**config.mk**
```make
export PLATFORM = sky130hd
export DESIGN_NAME = vna_div
export DESIGN_NICKNAME = d
export VERILOG_FILES = /design/src/rtl/vna_pkg.sv /design/src/rtl/vna_div.sv
export SDC_FILE = /design/constraint.sdc
export NUM_CORES = 1
export LEC_CHECK = 0
export BUFFER_PORTS_ARGS = -buffer_cell sky130_fd_sc_hd__buf_2
export CAP_MARGIN = 15
export CORE_ASPECT_RATIO = 1.1
export CORE_MARGIN = 4
export CORE_UTILIZATION = 31
export DETAILED_ROUTE_END_ITERATION = 6
export MAX_ROUTING_LAYER = met4
export PLACE_DENSITY = 0.54
export SYNTH_ARGS = -nofsm -noshare
export SYNTH_HDL_FRONTEND = slang
export SYNTH_SLANG_ARGS = --single-unit
```
**constraint.sdc**
```tcl
create_clock -name aclk -period 9 [get_ports aclk]
set_input_delay 0.9 -clock aclk [delete_from_list [all_inputs] [get_ports aclk]]
set_output_delay 0.9 -clock aclk [all_outputs]
set_load 0.02 [all_outputs]
```
**src/rtl/vna_pkg.sv**
```systemverilog
// Shared widths, item codes and defaults of the vertex normal accumulator.
package vna_pkg;

    localparam int MAX_VERTICES_DEF = 1024;
    localparam int SUM_BITS_DEF     = 24;

    localparam int IDX_W  = 10;
    localparam int POS_W  = 24;
    localparam int NRM_W  = 16;
    localparam int EDGE_W = POS_W + 1;
    localparam int MUL_W  = 33;
    localparam int PROD_W = 64;
    localparam int CR_W   = 52;
    localparam int MAG_W  = 51;
    localparam int SQ_W   = 64;
    localparam int LEN_W  = 32;
    localparam int NUM_W  = 50;
    localparam int Q_W    = 17;

    localparam logic [1:0] KIND_LOAD = 2'd0;
    localparam logic [1:0] KIND_TRI  = 2'd1;
    localparam logic [1:0] KIND_READ = 2'd2;

endpackage

```
**src/rtl/vna_div.sv**
```systemverilog
// Iterative restoring divider, one quotient bit per cycle.
module vna_div import vna_pkg::*; (
    input  logic             aclk,
    input  logic             aresetn,
    input  logic             start,
    input  logic [NUM_W-1:0] numer,
    input  logic [LEN_W-1:0] denom,
    output logic [Q_W-1:0]   quot,
    output logic             done
);

    logic [NUM_W-1:0] rem_reg;
    logic [NUM_W-1:0] den_reg;
    logic [Q_W-1:0]   q_reg;
    logic [4:0]       cnt_reg;
    logic             busy_reg;
    logic             done_reg;

    assign quot = q_reg;
    assign done = done_reg;

    always_ff @(posedge aclk) begin
        if (!aresetn) begin
            busy_reg <= 1'b0;
            done_reg <= 1'b0;
            cnt_reg  <= '0;
        end else begin
            done_reg <= 1'b0;
            if (start) begin
                rem_reg  <= numer;
                den_reg  <= NUM_W'(denom) << (Q_W - 1);
                q_reg    <= '0;
                cnt_reg  <= '0;
                busy_reg <= 1'b1;
            end else if (busy_reg) begin
                if (rem_reg >= den_reg) begin
                    rem_reg <= rem_reg - den_reg;
                    q_reg   <= {q_reg[Q_W-2:0], 1'b1};
                end else begin
                    q_reg   <= {q_reg[Q_W-2:0], 1'b0};
                end
                den_reg <= den_reg >> 1;
                cnt_reg <= cnt_reg + 5'd1;
                if (cnt_reg == 5'(Q_W - 1)) begin
                    busy_reg <= 1'b0;
                    done_reg <= 1'b1;
                end
            end
        end
    end

endmodule

```
Yosys cells after proc, flatten, opt, wreduce, memory -nomap -nowiden --
Index checks and enable logic that the tools add are counted.
Cells by class: add/sub/neg operators 2, magnitude comparators 1, equality and inequality tests 1, multiplexer cells 11, bitwise gates (word level) 2, reductions and logical operators 6
Operators with widths (number):
- 50-bit two-way mux | 3
- 50-bit by 49-bit >= comparator with 1-bit output | 1
- 50-bit by 49-bit subtractor with 50-bit output | 1
- 49-bit two-way mux | 1
- 48-bit two-way mux | 1
- 17-bit two-way mux | 1
- 5-bit by 1-bit adder with 5-bit output (second input constant) | 1
- 5-bit equality test (second input constant) | 1
- 1-bit two-way mux | 5
- 2-bit nonzero test | 2
- 3-bit AND reduction | 1
- 3-bit OR reduction | 1
- 1-bit NOT | 2
- 2-bit AND reduction | 1
- 2-bit OR reduction | 1
Word-level totals: bits in registers 123, bits of input ports 85, output and inout bits 18, logic and storage cells 30

Logic depth before layout (Yosys ltp) --
depth in word-level cells 4, depth in mapped cells 12, gate-level depth less buffers 12

Worst setup path before layout --
Ideal clock, no wire load.
kind input-to-reg, start point input port start, end point register rem_reg[0] (enable), library setup time 0.476 ns, arrival 5.310 ns, slack 3.215 ns, cell stages on the path 5, cells stage by stage clkbuf_1 o21ai_0 inv_1 nand3_1 o22ai_1
Between the ends: cells in the longest elaborated chain, start to end 2, elaborated cells on any way between the ends 3
RTL lines:
- start, declared | RTL line vna_div.sv:5 | input logic start,
- 2-bit nonzero test (no line)
- 3-bit AND reduction (no line) (*)
- end signal, assigned | RTL line vna_div.sv:30 | rem_reg <= numer;
- end signal, assigned | RTL line vna_div.sv:37 | rem_reg <= rem_reg - den_reg;
- end, declared | RTL line vna_div.sv:12 | logic [NUM_W-1:0] rem_reg;
Every way passes the cells marked *; elsewhere a longest branch is shown, timed or not. A chain may end at the register's enable or synchronous reset.

Final worst setup path --
start point register den_reg[0], end point register rem_reg[20] (enable)
Between the ends: cells in the longest elaborated chain, start to end 3
RTL lines:
- start, declared | RTL line vna_div.sv:13 | logic [NUM_W-1:0] den_reg;
- start signal, assigned | RTL line vna_div.sv:31 | den_reg <= NUM_W'(denom) << (Q_W - 1);
- start signal, assigned | RTL line vna_div.sv:42 | den_reg <= den_reg >> 1;
- 50-bit by 49-bit >= comparator with 1-bit output | RTL line vna_div.sv:36 | if (rem_reg >= den_reg) begin
- 2-bit nonzero test (no line)
- 3-bit AND reduction (no line)
No other way between the ends.

==> key figures <==
Synthesis
  • Post-Synthesis Cells: ~860
  • Avg Inst Size Synth: between 9 and 10 µm²
  • Seq/Total Area, Yosys: ~45%
  • Synth Net Count: around 1,000
  • Largest cells by area after synthesis: edfxtp_1, ha_1, o21ai_0, nand2_1, a21oi_1
  • Post-synth top area share: around 43%
  • Ys Warns: 0
  • Mapped Area: 8020 µm²
  • Distinct cell type count after synthesis: 63
  • Post-synthesis async set-or-reset flop share: 0%
  • Post-synth EDFFs: ~120
  • Yosys top cell by area: edfxtp_1
  • Most used DFF post-synth: edfxtp_1
  • #FFs+latches synth: 122

Setup path
  • Reg-to-reg endpoint: rem_reg[20]
  • Crit path DAT: 4.24 ns
  • Worst R2R Path Depth: 11
  • Crit-path max FO: 28
  • Req. time, crit path: ~9 ns
  • Startpoint types: flip-flop
  • CP Class: reg -> reg
  • Worst setup endpoint: rem_reg[20]
  • Worst setup EP type: flip-flop
  • R2r setup slk: 4.83 ns
  • Launch point of the worst reg-to-reg path: den_reg[0]
  • Critical path origin: den_reg[0]

Global routing
  • Largest net degree at the start of global routing: ~120
  • First-pass GRT wire length: around 33,000 µm
  • Grt total ovfl: 0
  • GRT Max-Usage Layer: met2
  • Antenna violations before repair: 1
  • GRT met2 Usage: 23.7%
  • Vias in the first global route: 6,451
  • Global routing usage on met1: approximately 19%
  • Met3 GRT Util: around 3.3%
  • Overall routing resource usage: between 10% and 20%

Layout
  • Synthesis-to-finish area growth: 17.4%
  • Layout cell share with drive strength beyond 1: between 15 and 20%
  • Final-stage net count: ~1.1k
  • Post-Layout Cell Count: ~1.3k
  • Largest register FFs: 50
  • Total of fill cells in the finished design: between 2k and 3k
  • Design Area, Final: approximately 9400 µm²

Clocking
  • Clock slew at reported path FFs: roughly 0.06 ns
  • Htree depth: 4
  • CTS tree: built
  • Clk buf depth: 2
  • CTS root buf: clkbuf_16
  • Num CTS Buffers: 17
  • Clock sinks: between 100 and 150
  • Clock latency on the worst-skew pair: between 0.4 and 0.5 ns
  • Hold buffers post-CTS: 0
  • Setup bufs post-CTS: 0
  • Post-CTS sizing: 0

Drt
  • Via density per instance: about 4.9
  • Routed Antenna Nets: 0
  • Drt wl/cell: roughly 16 µm
  • Post-Route WL: 20,300 µm
  • Starting DRT DRC Count: between 300 and 400
  • Drt first pass iters: 5
  • Routed via count: approximately 6.4k
  • Post-route DRC: 0

STA
  • Worst Skew: 0.0150 ns
  • Slew margin rel.: roughly two fifths
  • Max Slew Vio Count: 0
  • Setup violators final: 0
  • RSZ-0062 raised after global routing: false
  • Fin crit period: ~4.2 ns
  • Worst Max-Slew Pin Slew: around 0.9 ns
  • Tcrit/Tclk final: a little under half
  • Hold Violations, Final: 0
  • Peak Freq: 240 MHz
  • Setup TNS after final layout: 0 ns

Floorplanning
  • Total core area: approximately 25,000 µm²
  • Die Span X: 161 µm
  • Num rows: 61
  • I/O Pins: between 100 and 150
  • Die H: between 150 and 200 µm
  • DIE AREA: about 29,000 µm²
  • Starting Density: approximately a third

Pwr
  • Peak VDD IR: around 0.12 mV
  • P per Cell Area: 210 nW/µm²
  • Static leakage: about 3.8 nW
  • Overall Power: between 0.0015 and 0.002 W

Status
  • Status: finished clean

Placed design
  • Post-DP Area: approximately 8800 µm²
  • Detailed placement HPWL: about 15,000 µm
  • Gpl congestion: 0.806
  • Placed insts: about 1.3k
  • IO buf count: just over 100

Worst hold path
  • Path type of the worst min-delay path: reg -> reg
  • Hold path depth: 2

Run
  • Max-Cap Viols: 0
## worst min path at each step
stage / startpoint / end / slack (ns)
5_1_grt: cnt_reg[4] / done / 0.53
4_1_cts: cnt_reg[4] / done / 0.50
2_1_floorplan: cnt_reg[4] / done / 0.46
3_3_place_gp: cnt_reg[4] / done / 0.51
3_5_place_dp: cnt_reg[4] / done / 0.50
6_report: cnt_reg[4] / done / 0.50
## cell type report
type / count / area [µm²] / share of cell area [%]
Antenna cell: 1 / 2.50 / 0.0266
Clock buffer: 18 / 429 / 4.56
Clock inverter: 14 / 175 / 1.86
Inverter: 67 / 251 / 2.67
Multi-Input combinational cell: 628 / 3990 / 42.4
Sequential cell: 122 / 3590 / 38.2
Tap cell: 346 / 433 / 4.60
Timing Repair Buffer: 105 / 539 / 5.73
## cells in the final DEF (no fill, tap or decap), types with 7 or more instances in the layout
master,instances
o31ai_1,8
and3_1,7
nor2_1,54
nor2b_1,22
edfxtp_1,115
o21bai_1,14
xor2_1,17
o21a_1,9
nor3_1,16
a21oi_1,58
inv_1,66
nand2_1,123
a211oi_1,7
a31oi_1,11
dfxtp_1,7
clkbuf_16,17
xnor2_1,26
ha_1,50
o21ai_0,93
a21o_1,19
nand4_1,14
buf_2,101
nand3_1,13
## worst max-delay path, cell delays in order (launching register included)
cell,delay [ns]
edfxtp_1,0.37
ha_1,0.22
fa_1,0.41
nor2b_1,0.13
o21ai_1,0.09
a21oi_2,0.25
o211ai_2,0.19
a31o_4,0.29
a2111oi_4,0.40
a21oi_1,0.22
o22ai_4,0.70
buf_4,0.51
## per-layer routing
layer	wire (µm)	up-vias
met5	0	-
met4	179	0
met3	852	16
met2	9630	115
met1	9620	2992
li1	-	3239
## kinds of logic after synthesis
kind of cell / synth area share [%]
AND/OR/NAND/NOR: 14.9
buffers and inverters: 5.62
AO/OA/AOI/OAI: 21.2
multiplexers: 0.671
flip-flops: 44.8
adder cells (fa/ha/maj): 8.05
XOR/XNOR: 4.70
## stage by stage
step                      setup slack [ns]  hold WS (ns)  utilization, %
after floorplan                       3.21         0.456               -
after global placement                4.61         0.509            34.6
after detailed placement              4.54         0.499            34.6
after CTS                             4.75         0.503            37.0
after global routing                  4.57         0.532            37.0
final                                 4.83         0.504            37.0
## synth_stat cells, types with 3 or more instances
| library cell | n |
|---|---|
| and2_1 | 6 |
| buf_2 | 13 |
| o21ai_1 | 5 |
| buf_1 | 4 |
| and3_1 | 7 |
| o21ai_0 | 93 |
| a21oi_1 | 58 |
| xor2_1 | 17 |
| a211o_1 | 3 |
| nor2b_1 | 22 |
| o211ai_1 | 4 |
| a21o_1 | 19 |
| nand2_1 | 123 |
| edfxtp_1 | 115 |
| clkbuf_1 | 22 |
| nand4_1 | 14 |
| a21oi_2 | 3 |
| inv_1 | 67 |
| nand3_1 | 13 |
| o21a_1 | 9 |
| nand2b_1 | 4 |
| xnor2_1 | 26 |
| a21boi_0 | 3 |
| ha_1 | 50 |
| nor2_1 | 54 |
| o21bai_1 | 14 |
| mux2_2 | 3 |
| nor3_1 | 16 |
| dfxtp_1 | 7 |
| a211oi_1 | 7 |
| o31ai_1 | 8 |
| a31oi_1 | 11 |
## report_power, final
group / switching (W) / internal [W]
Clock: 0.000272 / 0.000436
Combinational: 0.000340 / 0.000217
Sequential: 0.0000178 / 0.000695
Total: 0.000629 / 0.00135
Power figures use the tool's default switching activity.
