$ cat src/rtl/vna_pkg.sv
// Shared widths, item codes and defaults of the vertex normal accumulator.
package vna_pkg;

    localparam int MAX_VERTICES_DEF = 1024;
    localparam int SUM_BITS_DEF     = 24;

    localparam int IDX_W  = 10;
    localparam int POS_W  = 24;
    localparam int NRM_W  = 16;
    localparam int EDGE_W = POS_W + 1;
    localparam int MUL_W  = 33;
    localparam int PROD_W = 64;
    localparam int CR_W   = 52;
    localparam int MAG_W  = 51;
    localparam int SQ_W   = 64;
    localparam int LEN_W  = 32;
    localparam int NUM_W  = 50;
    localparam int Q_W    = 17;

    localparam logic [1:0] KIND_LOAD = 2'd0;
    localparam logic [1:0] KIND_TRI  = 2'd1;
    localparam logic [1:0] KIND_READ = 2'd2;

endpackage

$ cat src/rtl/vna_sqrt.sv
// Iterative integer square root, two radicand bits per cycle.
module vna_sqrt import vna_pkg::*; (
    input  logic             aclk,
    input  logic             aresetn,
    input  logic             start,
    input  logic [SQ_W-1:0]  radicand,
    output logic [LEN_W-1:0] root,
    output logic             done
);

    logic [SQ_W-1:0] x_reg;
    logic [SQ_W-1:0] r_reg;
    logic [SQ_W-1:0] bit_reg;
    logic [4:0]      cnt_reg;
    logic            busy_reg;
    logic            done_reg;
    logic [SQ_W-1:0] trial;

    assign trial = r_reg + bit_reg;
    assign root  = r_reg[LEN_W-1:0];
    assign done  = done_reg;

    always_ff @(posedge aclk) begin
        if (!aresetn) begin
            busy_reg <= 1'b0;
            done_reg <= 1'b0;
            cnt_reg  <= '0;
        end else begin
            done_reg <= 1'b0;
            if (start) begin
                x_reg    <= radicand;
                r_reg    <= '0;
                bit_reg  <= SQ_W'(1) << (SQ_W - 2);
                cnt_reg  <= '0;
                busy_reg <= 1'b1;
            end else if (busy_reg) begin
                if (x_reg >= trial) begin
                    x_reg <= x_reg - trial;
                    r_reg <= (r_reg >> 1) + bit_reg;
                end else begin
                    r_reg <= r_reg >> 1;
                end
                bit_reg <= bit_reg >> 2;
                cnt_reg <= cnt_reg + 5'd1;
                if (cnt_reg == 5'd31) begin
                    busy_reg <= 1'b0;
                    done_reg <= 1'b1;
                end
            end
        end
    end

endmodule

$ cat config.mk
export PLATFORM = sky130hd
export DESIGN_NAME = vna_sqrt
export DESIGN_NICKNAME = d
export VERILOG_FILES = /design/src/rtl/vna_pkg.sv /design/src/rtl/vna_sqrt.sv
export SDC_FILE = /design/constraint.sdc
export NUM_CORES = 1
export LEC_CHECK = 0
export BUFFER_PORTS_ARGS = -buffer_cell sky130_fd_sc_hd__buf_2
export CAP_MARGIN = 10
export CELL_PAD_IN_SITES_DETAIL_PLACEMENT = 1
export CELL_PAD_IN_SITES_GLOBAL_PLACEMENT = 1
export CORE_MARGIN = 3
export CORE_UTILIZATION = 52
export DETAILED_ROUTE_END_ITERATION = 10
export GPL_TIMING_DRIVEN = 0
export PLACE_DENSITY = 0.93
export SLEW_MARGIN = 20
export SYNTH_ARGS = -nofsm -noshare
export SYNTH_HDL_FRONTEND = slang
export SYNTH_SLANG_ARGS = --single-unit
$ cat constraint.sdc
create_clock -name aclk -period 15.3 [get_ports aclk]
set_input_delay 1.53 -clock aclk [delete_from_list [all_inputs] [get_ports aclk]]
set_output_delay 1.53 -clock aclk [all_outputs]
set_load 0.01 [all_outputs]
* Word-level counts from Yosys, hierarchy flattened *
Index checks and enable logic that the tools add are counted.

word-level totals
  flip-flop bits (word level) = 167
  word-level logic and storage cells = 30

operators by class
  add/subtract/negate cells = 4
  magnitude comparators = 1
  equal/unequal tests = 1
  mux-type cells = 10
  bitwise gates (word level) = 2
  reductions and logical operators = 6

operator list
  kind                                                            number
  64-bit 2-to-1 mux                                               5
  63-bit by 63-bit adder with 64-bit output                       1
  64-bit by 63-bit adder with 64-bit output                       1
  64-bit >= comparator                                            1
  64-bit subtractor                                               1
  63-bit 2-to-1 mux                                               1
  5-bit by 1-bit adder with 5-bit output (second input constant)  1
  5-bit equality test (second input constant)                     1
  1-bit 2-to-1 mux                                                4
  2-bit nonzero test                                              2
  3-bit AND reduction                                             1
  3-bit OR reduction                                              1
  1-bit NOT                                                       2
  2-bit AND reduction                                             1
  2-bit OR reduction                                              1

* Logic depth before layout (Yosys ltp) *
Gate-level depths: netlist (run 1).

  depth in word-level cells = 5
  depth in mapped cells = 26
  depth with buffers taken out = 25

* Worst setup path after synthesis (run 1) *
OpenSTA, ideal clock, no wires.

  path kind = register to register
  start point = reg r_reg[2]
  end point = reg x_reg[0] (enable)
  data arrival time = 7.982 ns
  required time = 14.793 ns
  slack = 6.811 ns
  stages on the path, launching flop included = 23
  path buffers = 3
  period minus slack after synthesis = 8.489 ns
  path through = edfxtp_1 > ha_1 > a31o_2 > a31oi_1 > o21ai_2 > a31oi_1 > o41a_1 > o21bai_2 > a21oi_2 > o211ai_2 > a31oi_1 > o311ai_2 > xnor2_1 > ha_1 > clkbuf_1 > nand4_1 > nor2_1 > nand3_1 > or4_1 > o31a_1 > buf_4 > buf_4 > a21oi_1

on the way
  cells in the longest elaborated chain, start to end = 4

RTL lines
  element                                    line            RTL
  start: declaration                         vna_sqrt.sv:12  logic [SQ_W-1:0] r_reg;
  start signal: assignment                   vna_sqrt.sv:39  r_reg <= (r_reg >> 1) + bit_reg;
  start signal: assignment                   vna_sqrt.sv:41  r_reg <= r_reg >> 1;
  64-bit by 63-bit adder with 64-bit output  vna_sqrt.sv:19  assign trial = r_reg + bit_reg;
  64-bit >= comparator                       vna_sqrt.sv:37  if (x_reg >= trial) begin
  2-bit nonzero test (no line)               --
  3-bit AND reduction (no line)              --
  end signal: assignment                     vna_sqrt.sv:31  x_reg <= radicand;
  end signal: assignment                     vna_sqrt.sv:38  x_reg <= x_reg - trial;
  end: declaration                           vna_sqrt.sv:11  logic [SQ_W-1:0] x_reg;

Every way passes these cells.
A chain may end at the register's enable or synchronous reset.

* Worst setup path after layout (run 1) *
  start point = reg r_reg[0]
  end point = reg x_reg[41] (enable)

The elaborated chain is that of the path after synthesis.

==> impl_metrics.csv, run 1 <==
group,metric,value,unit
floorplan,initial_core_util,0.537,
sta,tns,0,ns
grt,grt_max_degree,83,
layout,post-route-util,0.597,
route,wl_per_cell,23.9,um
sta,tightest_slew,1.00,ns
cts,cts.path.max_buffers,2,
synth,synth-async-reset-ratio,0,
route,routed_wl,54.3,mm
critical_path,cp.arrival,8.35,ns
synth,synth_ff_type,"edfxtp_1",
place,place.gp.congestion,0.921,
pwr,ir_drop,0.0000825,V
layout,diodes,0,
grt,grt_pass1_wl,84.3,mm
status,status,"finished, final reports clean",
sta,fin_skew,0.0165,ns
cts,worstSkewPairLatency,0.46,ns
cts,root_buffer,"clkbuf_16",
pwr,power,2.20,mW
floorplan,fp-row-count,61,
grt,grt_pass1_vias,15153,
critical_path,r2r-start,"r_reg[0]",
worst_hold_path,holdPathEnd,"cnt_reg[3]",
layout,fin_cells,2267,
place,port_buffers,99,
cts,post-cts-setup-buffers,0,
cts,cts_tree,"built",
synth,synthDistinctLibCells,75,
cts,clk_pin_slew,0.07,ns
sta,final.period_utilization,0.533,
synth,synth-seq-cells,167,
critical_path,path_class,"register to register",
layout,syn_to_final_growth,11.3,%
sta,drv_slew,0,
sta,whs,0.517,ns
critical_path,crit_path_start_kind,"register",
sta,fmaxAchievable,0.123,GHz
synth,syn_area,0.0152,mm^2
floorplan,dieArea,0.0312,mm^2
floorplan,coreArea,0.0282,mm^2
worst_hold_path,hold_path_startpoint,"cnt_reg[3]",
critical_path,r2r_slack,7.15,ns
sta,final-hold-violation-count,0,
grt,gr-total-overflow,0,
layout,fin_area,0.0169,mm^2
pwr,power_leakage,6.59,nW
flow_run,drv_cap,0,
place,dp_cells,2235,
place,placed_area,0.0163,mm^2
grt,antenna_found_initial,0,
cts,cts-resized-gates,0,
route,vias,14895,
sta,relSlewSlack,0.332,
pwr,power_density,130,mW/mm^2
sta,rsz0062_at_grt,"false",
floorplan,die_h,177,um
worst_hold_path,min_path_type,"register to register",
synth,syn_inst,1754,
layout,nets,2076,
critical_path,crit_fanout,21,
sta,min_period,8.15,ns
synth,synth.yosys.seq_area_share,0.326,
critical_path,required,15.50,ns
synth,syn_area_per_cell,8.64,um^2
cts,cts-buffers-inserted,17,
layout,layout-drive-gt1-share,0.124,
place,pre_cts_ws,7.42,ns
critical_path,worstReg2RegEnd,"x_reg[41]",
place,hpwl,41.9,mm
floorplan,die_w,177,um
layout,final_cell_mix,"228 x nand2_1, 166 x o21ai_0, 160 x edfxtp_1, 132 x ha_1, 128 x nor2_1",
layout,final_common_cell,"nand2_1",
route,route.detailed.drc,0,
floorplan,pin_count,100,
route,first_pass_iters,5,
grt,grtUsageTotal,0.343,
sta,setup_viol,0,
cts,clock_sinks,167,
critical_path,reg2regPathDepth,27,
synth,syn-num-nets,1954,
layout,nFillCells,3403,
sta,worst_slack,7.15,ns
route,final_antenna_net_count,0,
worst_hold_path,min_path_cells,2,
cts,cts.htree.levels,4,
synth,synth_edf_count,160,
route,routed_via_density,6.57,
route,drt-initial-drc-count,1603,
synth,yosysWarnings,0,
cts,hold_buffers,0,
critical_path,cp-end-kind,"register",
-- report_power, final --
group	switching (mW)	internal [mW]	total (mW)	leakage, nW
clock network	0.216	0.263	0.479	0.299
logic	0.681	0.397	1.08	4.69
registers	0.0586	0.583	0.641	1.60
total	0.956	1.24	2.20	6.59
-- how the worst max path moves through the flow --
stage,slack [ns],to,from,depth (start not counted)
floorplan,6.81,x_reg[0],r_reg[2],22
global placement,3.90,x_reg[55],r_reg[0],22
detailed placement,7.42,x_reg[54],r_reg[0],27
CTS,7.34,x_reg[41],r_reg[0],27
global route,6.76,x_reg[39],r_reg[0],27
finish,7.15,x_reg[41],r_reg[0],27
-- worst max-delay path, stage by stage (launching register included) --
cell	delay (ns)
edfxtp_1	0.43
ha_1	0.25
ha_1	0.23
a21o_1	0.20
a31oi_1	0.29
o21ai_0	0.34
a211oi_1	0.61
o21ai_0	0.32
a21oi_1	0.32
o21bai_1	0.13
a21oi_1	0.30
a21oi_1	0.12
o21ai_0	0.21
xor2_1	0.32
ha_1	0.30
clkbuf_1	0.18
and3_1	0.25
a221o_1	0.31
a21oi_1	0.23
o21a_1	0.19
a21oi_1	0.09
a211oi_1	0.46
o31a_1	0.56
buf_4	0.32
buf_4	0.25
a21oi_4	0.21
buf_16	0.26
buf_16	0.17
-- synthesized netlist by cell type, types with 6 or more instances --
| master | count | area [um^2] |
|---|---|---|
| a211oi_1 | 36 | 270 |
| a21boi_0 | 7 | 52.6 |
| a21o_1 | 49 | 368 |
| a21oi_1 | 120 | 601 |
| a31o_2 | 15 | 131 |
| a31oi_1 | 66 | 413 |
| and2_1 | 8 | 50.1 |
| and3_1 | 19 | 119 |
| buf_2 | 11 | 55.1 |
| buf_4 | 34 | 255 |
| clkbuf_1 | 48 | 180 |
| dfxtp_1 | 7 | 140 |
| edfxtp_1 | 160 | 4800 |
| ha_1 | 132 | 1650 |
| inv_1 | 38 | 143 |
| nand2_1 | 228 | 856 |
| nand2b_1 | 9 | 56.3 |
| nand3_1 | 31 | 155 |
| nand4_1 | 36 | 225 |
| nor2_1 | 128 | 480 |
| nor2b_1 | 44 | 275 |
| nor3_1 | 15 | 75.1 |
| o211ai_1 | 6 | 45.0 |
| o21a_1 | 13 | 97.6 |
| o21ai_0 | 166 | 831 |
| o21ai_1 | 7 | 35.0 |
| o21bai_1 | 37 | 278 |
| o31ai_1 | 8 | 60.1 |
| or3_1 | 22 | 138 |
| xnor2_1 | 78 | 683 |
| xor2_1 | 92 | 806 |
-- routing by layer --
layer	GRT usage	share of wire	vias to the layer above
met4	0.130	0.035	0
li1	-	-	6719
met3	0.0453	0.073	136
met5	0	0	-
met2	0.566	0.47	696
met1	0.461	0.43	7344
-- final cells by class --
type                       count  area, um^2  share of cell area
clock buffer                  18         429              0.0254
multi-input combinational   1454        9580               0.568
tap                          378         473              0.0280
sequential                   167        4940               0.293
inverter                      39         151             0.00897
timing repair buffer         103         606              0.0359
buffer                        94         494              0.0293
clock inverter                14         188              0.0111
-- cells by family (layout without fill, tap and decap cells) --
logic type                 after synthesis  after routing  share of synthesized area
AOI/OAI and AO/OA                      580            580                      0.245
xor gates and xnor gates               170            170                     0.0982
adders and majority gates              133            133                      0.110
buffers and inverters                  133            268                     0.0423
DFF                                    167            167                      0.326
muxes                                    6              6                    0.00429
and+or+nand+nor                        565            565                      0.173
Note: power is estimated with default switching activity, not from simulation.
==> run 2, diff against run 1 <==
--- a/config.mk
+++ b/config.mk
@@ -5,15 +5,16 @@
 export SDC_FILE = /design/constraint.sdc
 export NUM_CORES = 1
 export LEC_CHECK = 0
+export ABC_AREA = 1
 export BUFFER_PORTS_ARGS = -buffer_cell sky130_fd_sc_hd__buf_2
 export CAP_MARGIN = 10
 export CELL_PAD_IN_SITES_DETAIL_PLACEMENT = 1
 export CELL_PAD_IN_SITES_GLOBAL_PLACEMENT = 1
 export CORE_MARGIN = 3
-export CORE_UTILIZATION = 52
+export CORE_UTILIZATION = 45
 export DETAILED_ROUTE_END_ITERATION = 10
 export GPL_TIMING_DRIVEN = 0
-export PLACE_DENSITY = 0.93
+export PLACE_DENSITY = 0.89
 export SLEW_MARGIN = 20
 export SYNTH_ARGS = -nofsm -noshare
 export SYNTH_HDL_FRONTEND = slang
==> constraint.sdc (replaced) <==
create_clock -name aclk -period 7.7 [get_ports aclk]
set_input_delay 0.77 -clock aclk [delete_from_list [all_inputs] [get_ports aclk]]
set_output_delay 0.77 -clock aclk [all_outputs]
set_load 0.01 [all_outputs]
==> run 2 against run 1 <==
Compared with the run above:
- wire length increased by 54%
- count of clock-buffer cells in the layout decreased by 1
- non-clock buffer count decreased by 19
- die area increased by 55%
- clock skew decreased by 0.0046 ns
- clock power increased by 89%
- critical path type unchanged
==> impl_metrics.csv, run 2 <==
group,metric,value,unit
synth,ys_top_cells_by_count,"1431 x nand2_1, 564 x inv_1, 341 x nor2_1",
route,first_pass_iters,5,
floorplan,initial_core_util,0.460,
critical_path,crit_path_start_kind,"register",
synth,yosys.area.top_type,"nand2_1",
cts,clk_pin_slew,0.07,ns
sta,tightest_slew,0.965,ns
pwr,p_switching,2.38,mW
sta,drv_slew,0,
floorplan,dieArea,0.0483,mm^2
cts,worstSkewPairLatency,0.51,ns
route,routed_via_density,5.51,
layout,register_area,0.00494,mm^2
sta,fin_skew,0.0119,ns
cts,hold_buffers,0,
pwr,power_leakage,11.7,nW
critical_path,crit_fanout,46,
worst_hold_path,hold_path_startpoint,"cnt_reg[4]",
cts,cts.htree.levels,4,
grt,grt_max_degree,79,
grt,antenna_found_initial,0,
cts,cts-resized-gates,0,
worst_hold_path,holdPathEnd,"cnt_reg[4]",
pwr,power_frac_clock,0.187,
critical_path,cp.arrival,5.80,ns
synth,yosysTopAreaCellShare,0.261,
route,routed_wl,83.6,mm
sta,whs,0.477,ns
sta,fmaxAchievable,0.178,GHz
cts,cts.path.max_buffers,2,
synth,yosysMostFrequentCell,"nand2_1",
critical_path,worstPathCellList,"ha_1 > nand2_1 > inv_1 > nand3_1 > nor2_1 > nand2_1 > o21ai_0 > xnor2_1 > ha_1 > nand2_1 > nor2_1 > nand2_1 > nor2_1 > nand4_1 > nand3_1 > nand2_2 > nand2_2 > o21ai_0 > inv_4 > buf_16",
layout,diodes,0,
floorplan,pin_count,100,
sta,min_period,5.61,ns
grt,gr-total-overflow,0,
sta,relSlewSlack,0.357,
critical_path,path_class,"register to register",
synth,synth-async-reset-ratio,0,
critical_path,max_stage_delay,0.62,ns
critical_path,required,7.89,ns
synth,yosysWarnings,0,
sta,final-hold-violation-count,0,
synth,synth_ff_type,"edfxtp_1",
flow_run,drv_cap,0,
place,place.gp.congestion,0.950,
synth,synthDistinctLibCells,44,
layout,final_cell_mix,"1431 x nand2_1, 562 x inv_1, 341 x nor2_1, 214 x nand3_1, 160 x edfxtp_1",
pwr,intPower,2.47,mW
cts,cts-buffers-inserted,17,
critical_path,reg2regPathDepth,20,
floorplan,die_w,220,um
layout,nets,3840,
critical_path,path_common_cell,"nand2_1",
synth,syn_area_per_cell,5.85,um^2
synth,syn_area,0.0206,mm^2
pwr,power_density,216,mW/mm^2
synth,synth-seq-cells,167,
route,vias,23381,
route,wl_per_cell,19.7,um
pwr,pwr-share-comb,0.546,
route,drt-initial-drc-count,1589,
worst_hold_path,min_path_cells,2,
synth,syn-num-nets,3720,
grt,grtUsageTotal,0.348,
sta,rsz0062_at_grt,"false",
route,route.detailed.drc,0,
place,hpwl,69.7,mm
cts,cts_tree,"built",
layout,nFillCells,6556,
layout,syn_to_final_growth,9.10,%
status,status,"finished, final reports clean",
worst_hold_path,min_path_type,"register to register",
synth,syn_inst,3520,
route,final_antenna_net_count,0,
critical_path,cp-end-kind,"register",
synth,synth_area_leaders,"nand2_1 26%, edfxtp_1 23%, inv_1 10%",
floorplan,fp-row-count,77,
critical_path,worstReg2RegEnd,"x_reg[7]",
cts,clock_sinks,167,
floorplan,die_h,220,um
cts,post-cts-setup-buffers,0,
critical_path,r2r-start,"r_reg[26]",
grt,grt_pass1_vias,24114,
critical_path,r2r_slack,2.09,ns
cts,root_buffer,"clkbuf_16",
layout,final_common_cell,"nand2_1",
layout,layout-drive-gt1-share,0.0627,
sta,tns,0,ns
pwr,ir_drop,0.000190,V
sta,setup_viol,0,
pwr,p_seq_frac,0.267,
pwr,swShare,0.492,
layout,multiInputGateArea,0.0130,mm^2
place,port_buffers,99,
critical_path,crit_slowest_cell,"o21ai_0",
synth,synth.yosys.seq_area_share,0.240,
grt,grt_pass1_wl,128,mm
synth,synth_edf_count,160,
floorplan,coreArea,0.0447,mm^2
sta,final.period_utilization,0.728,
==> run 2: cell types whose count changed after synthesis, sizes merged, moves of 41 or more <==
cell	change
a211oi	-41
a21o	-45
a31oi	-63
inv	+531
nand2	+1224
nand3	+183
nor2	+217
nor2b	-44
xor2	-47
==> run 2: worst max path at each step <==
stage,start,endpoint,slack [ns]
after floorplan,start,x_reg[0],2.52
after global placement,start,x_reg[7],0.05
after detailed placement,r_reg[20],x_reg[9],2.26
after CTS,r_reg[10],x_reg[42],2.27
after global routing,r_reg[10],x_reg[47],1.85
final,r_reg[26],x_reg[7],2.09
==> run 2: power groups by stage <==
stage               Combinational, mW  Sequential [mW]  Clock [mW]
finish                           2.65             1.30       0.907
global route                     2.95             1.30       0.932
CTS                              2.60             1.29       0.904
detailed placement               2.58             1.31           0
global placement                 2.46             1.31           0
floorplan                        1.83             1.25           0
==> run 2: cells by family (layout without fill, tap and decap cells) <==
family | count (synthesis) | after routing | synth area share
AND/OR/NAND/NOR | 2149 | 2149 | 0.425
buffers and inverters | 648 | 781 | 0.127
XOR/XNOR | 103 | 103 | 0.0438
flip-flops | 167 | 167 | 0.240
AO/OA/AOI/OAI | 320 | 320 | 0.0831
adder cells (fa/ha/maj) | 133 | 133 | 0.0812
==> run 2: layer usage <==
layer,up-vias,global-route usage,wire (um)
li1,11243,-,-
met1,11154,0.421,35100
met2,747,0.592,39400
met3,237,0.0415,4020
met4,0,0.207,5140
met5,-,0,0
==> run 2: final cells by class <==
| class | instances | share of cell area |
|---|---|---|
| Clock buffer | 17 | 0.0189 |
| Inverter | 571 | 0.0958 |
| Clock inverter | 15 | 0.00658 |
| Tap cell | 592 | 0.0330 |
| Timing Repair Buffer | 101 | 0.0245 |
| Buffer | 77 | 0.0210 |
| Multi-Input combinational cell | 2705 | 0.580 |
| Sequential cell | 167 | 0.220 |
==> run 2: per-stage QoR <==
stage	instance area [um^2]	std cells	power, mW	util	setup slack, ns
final	22500	4245	4.85	0.502	2.09
after global routing	22500	4245	5.18	0.502	1.85
after CTS	22500	4245	4.79	0.502	2.27
after detailed placement	21900	4213	3.89	0.489	2.26
after global placement	21800	4211	3.77	0.488	0.0511
after floorplan	20600	3520	3.08	-	2.52
==> run 2: worst max-delay path, delay by kind of cell (launching register included) <==
| kind | cells | cell delay (ns) |
|---|---|---|
| compound gates | 2 | 0.81 |
| xor+xnor | 1 | 0.22 |
| fa+ha+maj | 2 | 0.93 |
| buf+inv | 3 | 0.69 |
| flops | 1 | 0.58 |
| simple gates | 12 | 2.01 |
==> run 3, diff against run 2 <==
--- a/config.mk
+++ b/config.mk
@@ -5,16 +5,16 @@
 export SDC_FILE = /design/constraint.sdc
 export NUM_CORES = 1
 export LEC_CHECK = 0
-export ABC_AREA = 1
+export ABC_AREA = 0
 export BUFFER_PORTS_ARGS = -buffer_cell sky130_fd_sc_hd__buf_2
 export CAP_MARGIN = 10
 export CELL_PAD_IN_SITES_DETAIL_PLACEMENT = 1
 export CELL_PAD_IN_SITES_GLOBAL_PLACEMENT = 1
 export CORE_MARGIN = 3
-export CORE_UTILIZATION = 45
+export CORE_UTILIZATION = 48
 export DETAILED_ROUTE_END_ITERATION = 10
 export GPL_TIMING_DRIVEN = 0
-export PLACE_DENSITY = 0.89
+export PLACE_DENSITY = 0.87
 export SLEW_MARGIN = 20
 export SYNTH_ARGS = -nofsm -noshare
 export SYNTH_HDL_FRONTEND = slang
==> constraint.sdc (replaced) <==
create_clock -name aclk -period 5.71 [get_ports aclk]
set_input_delay 0.571 -clock aclk [delete_from_list [all_inputs] [get_ports aclk]]
set_output_delay 0.571 -clock aclk [all_outputs]
set_load 0.01 [all_outputs]
==> run 3 against run 2 <==
Compared with the run above:
- largest power group unchanged
- register-to-register slack got worse by 2.7 ns
- combinational power increased by 28%
- power grew 30%
- the run now ends with negative setup slack left
- via count decreased by 34%
- count of clock-buffer cells in the layout increased by 4
- clock power grew 32%
==> impl_metrics.csv, run 3 (synthesis gave the netlist of run 1 again) <==
group,metric,value,unit
pwr,power_density,346,mW/mm^2
critical_path,required,5.94,ns
route,wl_per_cell,25.5,um
sta,fmaxAchievable,0.158,GHz
route,first_pass_iters,7,
sta,min_period,6.32,ns
place,hpwl,39.8,mm
cts,cts-buffers-inserted,17,
floorplan,die_w,184,um
critical_path,critPathBufInv,6,
critical_path,crit_fanout,10,
sta,rsz0062_at_grt,"true",
floorplan,dieArea,0.0337,mm^2
cts,clock_sinks,167,
grt,grt_max_degree,50,
route,final_antenna_net_count,0,
critical_path,path_delay_family,"compound AO/OA/AOI/OAI gates",
sta,final-hold-violation-count,0,
route,routed_via_density,6.62,
layout,nets,2139,
route,routed_wl,59.8,mm
layout,final_cell_mix,"228 x nand2_1, 160 x edfxtp_1, 145 x o21ai_0, 122 x nor2_1, 118 x ha_1",
layout,nFillCells,3585,
sta,final.period_utilization,1.11,
sta,relSlewSlack,0.192,
cts,cts.path.max_buffers,2,
place,dp_cells,2253,
critical_path,cp-end-kind,"register",
sta,worst_slack,-0.609,ns
pwr,power_frac_clock,0.190,
sta,tns,-65.35,ns
critical_path,crit_path_start_kind,"register",
critical_path,crit_slowest_cell,"xnor2_1",
sta,fin_skew,0.0153,ns
sta,drv_slew,0,
layout,final_common_cell,"nand2_1",
sta,setup_viol,144,
grt,grt_pass1_wl,87.6,mm
floorplan,pin_count,100,
cts,cts.htree.levels,4,
status,status,"complete, but fails checks",
worst_hold_path,min_path_type,"primary input to register",
floorplan,coreArea,0.0308,mm^2
layout,layout-drive-gt1-share,0.204,
grt,gr-total-overflow,0,
grt,grt_pass1_vias,15991,
layout,fin_cells,2348,
grt,grtUsageTotal,0.330,
cts,clk_pin_slew,0.07,ns
pwr,p_seq_frac,0.271,
critical_path,path_class,"register to register",
pwr,power_leakage,7.11,nW
pwr,intPower,3.50,mW
cts,worstSkewPairLatency,0.48,ns
place,port_buffers,99,
critical_path,cp.arrival,6.55,ns
critical_path,worstPathCellList,"ha_1 > a31oi_1 > o21ai_4 > a31oi_4 > buf_4 > o21bai_2 > a31oi_2 > o21a_1 > o21ai_1 > xnor2_1 > ha_1 > a21oi_1 > o21bai_1 > a21oi_1 > o41ai_4 > a211oi_2 > o31a_4 > buf_12 > buf_12 > a21oi_4 > clkbuf_16 > buf_12 > buf_16",
flow_run,drv_cap,0,
pwr,p_switching,2.80,mW
route,vias,15538,
floorplan,initial_core_util,0.492,
cts,cts_tree,"built",
status,violations,"negative setup slack",
floorplan,fp-row-count,64,
sta,tightest_slew,1.21,ns
grt,antenna_found_initial,0,
route,drt-initial-drc-count,1435,
place,place.gp.congestion,0.936,
pwr,ir_drop,0.000257,V
critical_path,path_common_cell,"buf_12",
cts,root_buffer,"clkbuf_16",
floorplan,die_h,184,um
pwr,pwr-share-comb,0.539,
layout,diodes,0,
route,route.detailed.drc,0,
layout,syn_to_final_growth,20.1,%
place,pre_cts_ws,-1.60,ns
pwr,swShare,0.445,
critical_path,max_stage_delay,0.56,ns
==> run 3: power by group through the flow <==
stage	clock network [mW]	registers, mW	logic, mW
2_1_floorplan	0	1.67	2.03
3_3_place_gp	0	1.73	2.65
3_5_place_dp	0	1.73	2.79
4_1_cts	1.19	1.69	3.06
5_1_grt	1.23	1.71	3.62
6_report	1.20	1.70	3.40
==> run 3: final timing paths <==
| check | slack (ns) | startpoint | cells past startpoint | to |
|---|---|---|---|---|
| worst max-delay path | -0.61 | r_reg[8] | 23 | x_reg[52] |
| worst min-delay path | 0.39 | radicand[7] | 3 | x_reg[7] |
| worst max register to register | -0.61 | r_reg[8] | 23 | x_reg[52] |
| worst min register to register | 0.54 | cnt_reg[3] | 2 | cnt_reg[3] |
==> run 3: through the flow <==
stage                     utilization  hold slack, ns  power (mW)  area [um^2]
after CTS                       0.575           0.381        5.94        17700
after global placement          0.527           0.481        4.38        16300
after detailed placement        0.531           0.512        4.52        16400
final                           0.590           0.387        6.30        18200
after global routing            0.590           0.392        6.57        18200
after floorplan                     -           0.467        3.70        15300
==> run 3: area by class of cell <==
| type | count | area [um^2] | share of cell area |
|---|---|---|---|
| inverter | 39 | 151 | 0.00832 |
| sequential | 167 | 4940 | 0.272 |
| clock buffer | 21 | 483 | 0.0265 |
| tap | 396 | 495 | 0.0272 |
| clock inverter | 11 | 81.3 | 0.00447 |
| multi-input combinational | 1454 | 10200 | 0.562 |
| timing repair buffer | 174 | 1270 | 0.0696 |
| buffer | 86 | 544 | 0.0299 |
==> run 3: timing repair <==
item,4_1_cts,5_1_grt
endpoints found under the hold margin,0,0
cloned,4,0
setup buffers,43,25
pin swaps,29,53
resized for setup,75,82
setup endpoints to repair,144,152
hold buffers,0,0
==> run 3: tightest hold or removal path, stage by stage <==
cell	delay [ns]
buf_2	0.07
nand2_1	0.04
o21ai_0	0.06
==> run 3: routing by layer <==
metal | wire length, um | track usage | up-vias | part of all wire
met5 | 0 | 0 | - | 0
met4 | 3780 | 0.191 | 0 | 0.063
met3 | 3900 | 0.0459 | 260 | 0.065
met2 | 29800 | 0.581 | 774 | 0.50
met1 | 22400 | 0.384 | 7660 | 0.37
li1 | - | - | 6844 | -
